### src/design/pip_ram.sv
// Generic single-port-write, single-port-read RAM with registered read.
// No dependencies.
module pip_ram #(
    parameter int WIDTH = 32,
    parameter int DEPTH = 64
) (
    input  logic                     i_clk,
    input  logic                     i_wr_en,
    input  logic [$clog2(DEPTH)-1:0] i_wr_addr,
    input  logic [WIDTH-1:0]         i_wr_data,
    input  logic                     i_rd_en,
    input  logic [$clog2(DEPTH)-1:0] i_rd_addr,
    output logic [WIDTH-1:0]         o_rd_data
);

    logic [WIDTH-1:0] r_mem [DEPTH];
    logic [WIDTH-1:0] r_rd_data;

    always_ff @(posedge i_clk) begin
        if (i_wr_en) begin
            r_mem[i_wr_addr] <= i_wr_data;
        end
        if (i_rd_en) begin
            r_rd_data <= r_mem[i_rd_addr];
        end
    end

    assign o_rd_data = r_rd_data;

endmodule

### config.mk
export PLATFORM = sky130hd
export DESIGN_NAME = pip_ram
export DESIGN_NICKNAME = d
export VERILOG_FILES = /design/src/design/pip_ram.sv
export SDC_FILE = /design/constraint.sdc
export NUM_CORES = 2
export LEC_CHECK = 0
export BUFFER_PORTS_ARGS = -buffer_cell sky130_fd_sc_hd__clkbuf_2
export CAP_MARGIN = 0
export CELL_PAD_IN_SITES_DETAIL_PLACEMENT = 1
export CELL_PAD_IN_SITES_GLOBAL_PLACEMENT = 1
export CORE_UTILIZATION = 31
export CTS_CLUSTER_DIAMETER = 80
export CTS_CLUSTER_SIZE = 10
export DETAILED_ROUTE_END_ITERATION = 10
export PLACE_DENSITY_LB_ADDON = 0.1
export SLEW_MARGIN = 20
export SYNTH_ARGS = -nofsm -noshare
export SYNTH_HDL_FRONTEND = slang
export SYNTH_SLANG_ARGS = --single-unit
### constraint.sdc
create_clock -name i_clk -period 9.9 [get_ports i_clk]
set_input_delay 1.485 -clock i_clk [delete_from_list [all_inputs] [get_ports i_clk]]
set_output_delay 1.485 -clock i_clk [all_outputs]
set_load 0.005 [all_outputs]
==> summary.txt <==
Clocking
  – H-Tree Level Count: 4
  – # hold bufs at CTS: 0
  – Worst-path clk slew: roughly 0.06 ns
  – CTS tree: yes
  – Postcts setup bufs: 0
  – Resized Gates After CTS: 0
  – Clock Sinks: ~2100
  – Num CTS Buffers: 226
  – Max clock buf depth: 3
  – Root Buffer Master: clkbuf_16
  – Worst-Skew Late Latency: ~0.85 ns

Worst hold path
  – Worst Hold Class: register to register

GRT
  – First-pass GRT wire length: approximately 330000 um
  – GRT Total Usage: between 10% and 20%
  – Grt total ovfl: 0
  – Initial antenna violation count: about 40
  – Vias in the first global route: around 39000
  – Largest net degree at the start of global routing: 83

Logic synthesis
  – Post-Synthesis Cell Area: just under 80000 um^2
  – Post-Synthesis Cells: roughly 3300
  – Largest cells by area after synthesis: edfxtp_1 79%, mux4_2 16%, mux2i_1 1.2%, o22ai_1 0.67%, nor2_1 0.65%
  – Largest family of logic cells by synthesized area: multiplexers
  – Syn_area_per_cell: 23.7 um^2
  – Post-synthesis net count: approximately 3400
  – Yosys cell types: 33
  – Post-Synth Adder-Cell Area: 0%
  – Post-synthesis simple-gate area fraction: under 10%
  – Number of synthesized register bits: between 2000 and 2500
  – Yosys top cell area share: 79.2%
  – Post-synthesis sequential area ratio: 79.2%
  – Synth Area in Compound Gates: under 10%
  – YS warnings: 0
  – Post-synth top area cell: edfxtp_1
  – Synth Area in XOR/XNOR: 0%
  – Mux cell area share after synthesis: about 17%

Floorplan
  – Std cell rows: 184
  – Die Ht: about 510 um
  – Initial Util: a little under a third
  – Boundary Pins: 79
  – Die X: roughly 510 um
  – CORE AREA: 252000 um^2
  – Die area: about 260000 um^2

Cells and area
  – Count of non-filler cells in the finished layout: approximately 7000
  – Final #Nets: roughly 3600
  – # fillers: 23800
  – Synth-to-layout area growth: 14.5%
  – Share of cells above drive strength 1: between 30% and 40%

STA
  – Hold Vio Cnt, Final: 0
  – Max-slew violations: 0
  – Max Fclk: just over 200 MHz
  – Final setup viols: 0
  – Unrepaired setup endpoints after global routing: no
  – Relative slew slack: a little over a fifth
  – Worst setup margin: 4.95 ns
  – Clock skew: 0.0379 ns
  – Setup Total Neg Slack: 0 ns
  – Tcrit/Tclk final: approximately half
  – Least-Margin Pin Slew: around 1.2 ns
  – Fin crit period: about 5.0 ns

Worst setup path
  – Critical-path maximum fanout: 46
  – Worst Path Required: 10.50 ns
  – Setup CP Type: input port to register
  – Critical Path Start Type: input port
  – CP arrival: 5.55 ns
  – Critical path endpoint category: register

Run
  – Max_cap viols: 0

Detailed routing
  – DR vias: 36900
  – DRT antenna net count: 0
  – DR vias/cell: roughly 5.3
  – WL per Instance: 35.3 um
  – Iteration-0 DRC Markers: a little over 4000
  – DRC: 0
  – Post-Route WL: roughly 250000 um
  – DR pass1 iterations: 7

Placement
  – Pre-CTS WS: 4.09 ns
  – Detailed placer's ending HPWL: about 130000 um
  – Global placer's final weighted congestion: between 0.7 and 0.8
  – IO buf count: just under 80
  – Dpl cells: ~6700

Power and ir drop
  – Leakage power: roughly 27 nW
  – Peak supply drop: 0.189 mV
  – PD cells: 200 nW/um^2

Outcome
  – Status: finished, final reports clean
-- layer usage --
layer	vias up	track usage (%)	wire (um)
met5	-	0	7
met4	2	4.04	4350
met3	285	3.31	14200
met2	1146	31.9	121000
met1	20700	26.2	106000
li1	14700	-	-
-- synth_stat cells, drive strengths merged --
| library cell | number |
|---|---|
| edfxtp | 2080 |
| mux4 | 544 |
| nor2 | 137 |
| buf | 108 |
| mux2i | 93 |
| o22ai | 84 |
| clkbuf | 74 |
| a21oi | 62 |
| o221ai | 27 |
| nand2 | 26 |
| nor2b | 15 |
| a22oi | 12 |
| a311oi | 8 |
| nand2b | 8 |
| nor3 | 7 |
| nand3 | 5 |
| nand3b | 5 |
| or3b | 5 |
| a41o | 4 |
| and3 | 4 |
| o32ai | 4 |
| or2 | 3 |
| or3 | 3 |
| and2 | 2 |
| nand4 | 2 |
| a31oi | 1 |
| nand4b | 1 |
-- flip-flops by register name (all words and copies together), names as in the netlist --
| signal | cells |
|---|---|
| o_rd_data | 32 |
| r_mem | 2048 |
-- critical path, cell delays in order --
cell      delay, ns
buf_8          0.38
buf_4          0.71
buf_4          0.67
mux4_2         0.42
nor2b_1        0.14
a21oi_1        0.05
a311oi_1       0.99
nor3_1         0.30
buf_4          0.23
-- cells by family (layout without fill, tap and decap cells) --
group	count (synthesis)	count (layout)
muxes	637	637
and+or+nand+nor	223	223
AOI/OAI and AO/OA	202	202
DFF	2080	2080
buffers and inverters	182	472
other	0	5
-- metrics by stage --
step                hold WS (ns)  area (um^2)  util, %  power [mW]
floorplan                  0.750        78800        -        10.4
global placement           0.810        84200     33.4        10.9
detailed placement         0.842        84300     33.4        11.0
CTS                        0.858        90200     35.8        18.3
global route               0.922        90200     35.8        18.6
finish                     0.843        90200     35.8        18.1
-- layout by cell type, fill, tap and decap left out, types with 3 or more instances in the layout --
cell | netlist | routed
buf_4 | 25 | 141
a41o_1 | 4 | 4
buf_8 | 0 | 3
nor2_1 | 137 | 74
nand2_1 | 26 | 25
a22oi_1 | 12 | 12
o22ai_1 | 84 | 84
buf_12 | 0 | 6
inv_6 | 0 | 7
clkbuf_16 | 0 | 230
nor2_4 | 0 | 62
or3b_2 | 3 | 3
o221ai_1 | 27 | 27
clkinv_8 | 0 | 3
mux2i_1 | 93 | 93
nand2b_1 | 8 | 6
nor2b_1 | 15 | 13
and3_1 | 4 | 4
a311oi_1 | 8 | 6
o32ai_1 | 4 | 4
or3_1 | 3 | 3
a21oi_1 | 62 | 62
nand3b_1 | 5 | 5
diode_2 | 0 | 5
nor3_2 | 0 | 5
mux4_2 | 544 | 544
nand3_1 | 5 | 5
buf_6 | 5 | 3
clkbuf_2 | 0 | 74
edfxtp_1 | 2080 | 2080
-- area by class of cell --
type | instances | area, um^2 | area share, %
diodes | 5 | 12.5 | 0.0139
clock buffers | 231 | 5760 | 6.38
clock inverters | 14 | 169 | 0.187
multi-input cells | 1062 | 16000 | 17.7
flip-flops and latches | 2080 | 62500 | 69.2
well taps | 3348 | 4190 | 4.64
repair buffers | 227 | 1630 | 1.80
-- path summary, 6_finish.rpt --
| check | from | to | slack (ns) | depth (start not counted) |
|---|---|---|---|---|
| min | r_mem[12][17] | o_rd_data[17] | 0.84 | 4 |
| min reg2reg | r_mem[12][17] | o_rd_data[17] | 0.84 | 4 |
| max reg2reg | r_mem[31][20] | o_rd_data[20] | 7.09 | 6 |
| max | i_rd_addr[2] | o_rd_data[20] | 4.95 | 9 |
-- power breakdown --
group / switching (mW) / leakage [nW] / internal [mW]
combinational: 0.604 / 5.80 / 0.322
clock: 3.24 / 2.92 / 4.08
sequential: 0.0423 / 18.7 / 9.78
total: 3.88 / 27.5 / 14.2
(Power assumes the default switching activity.)
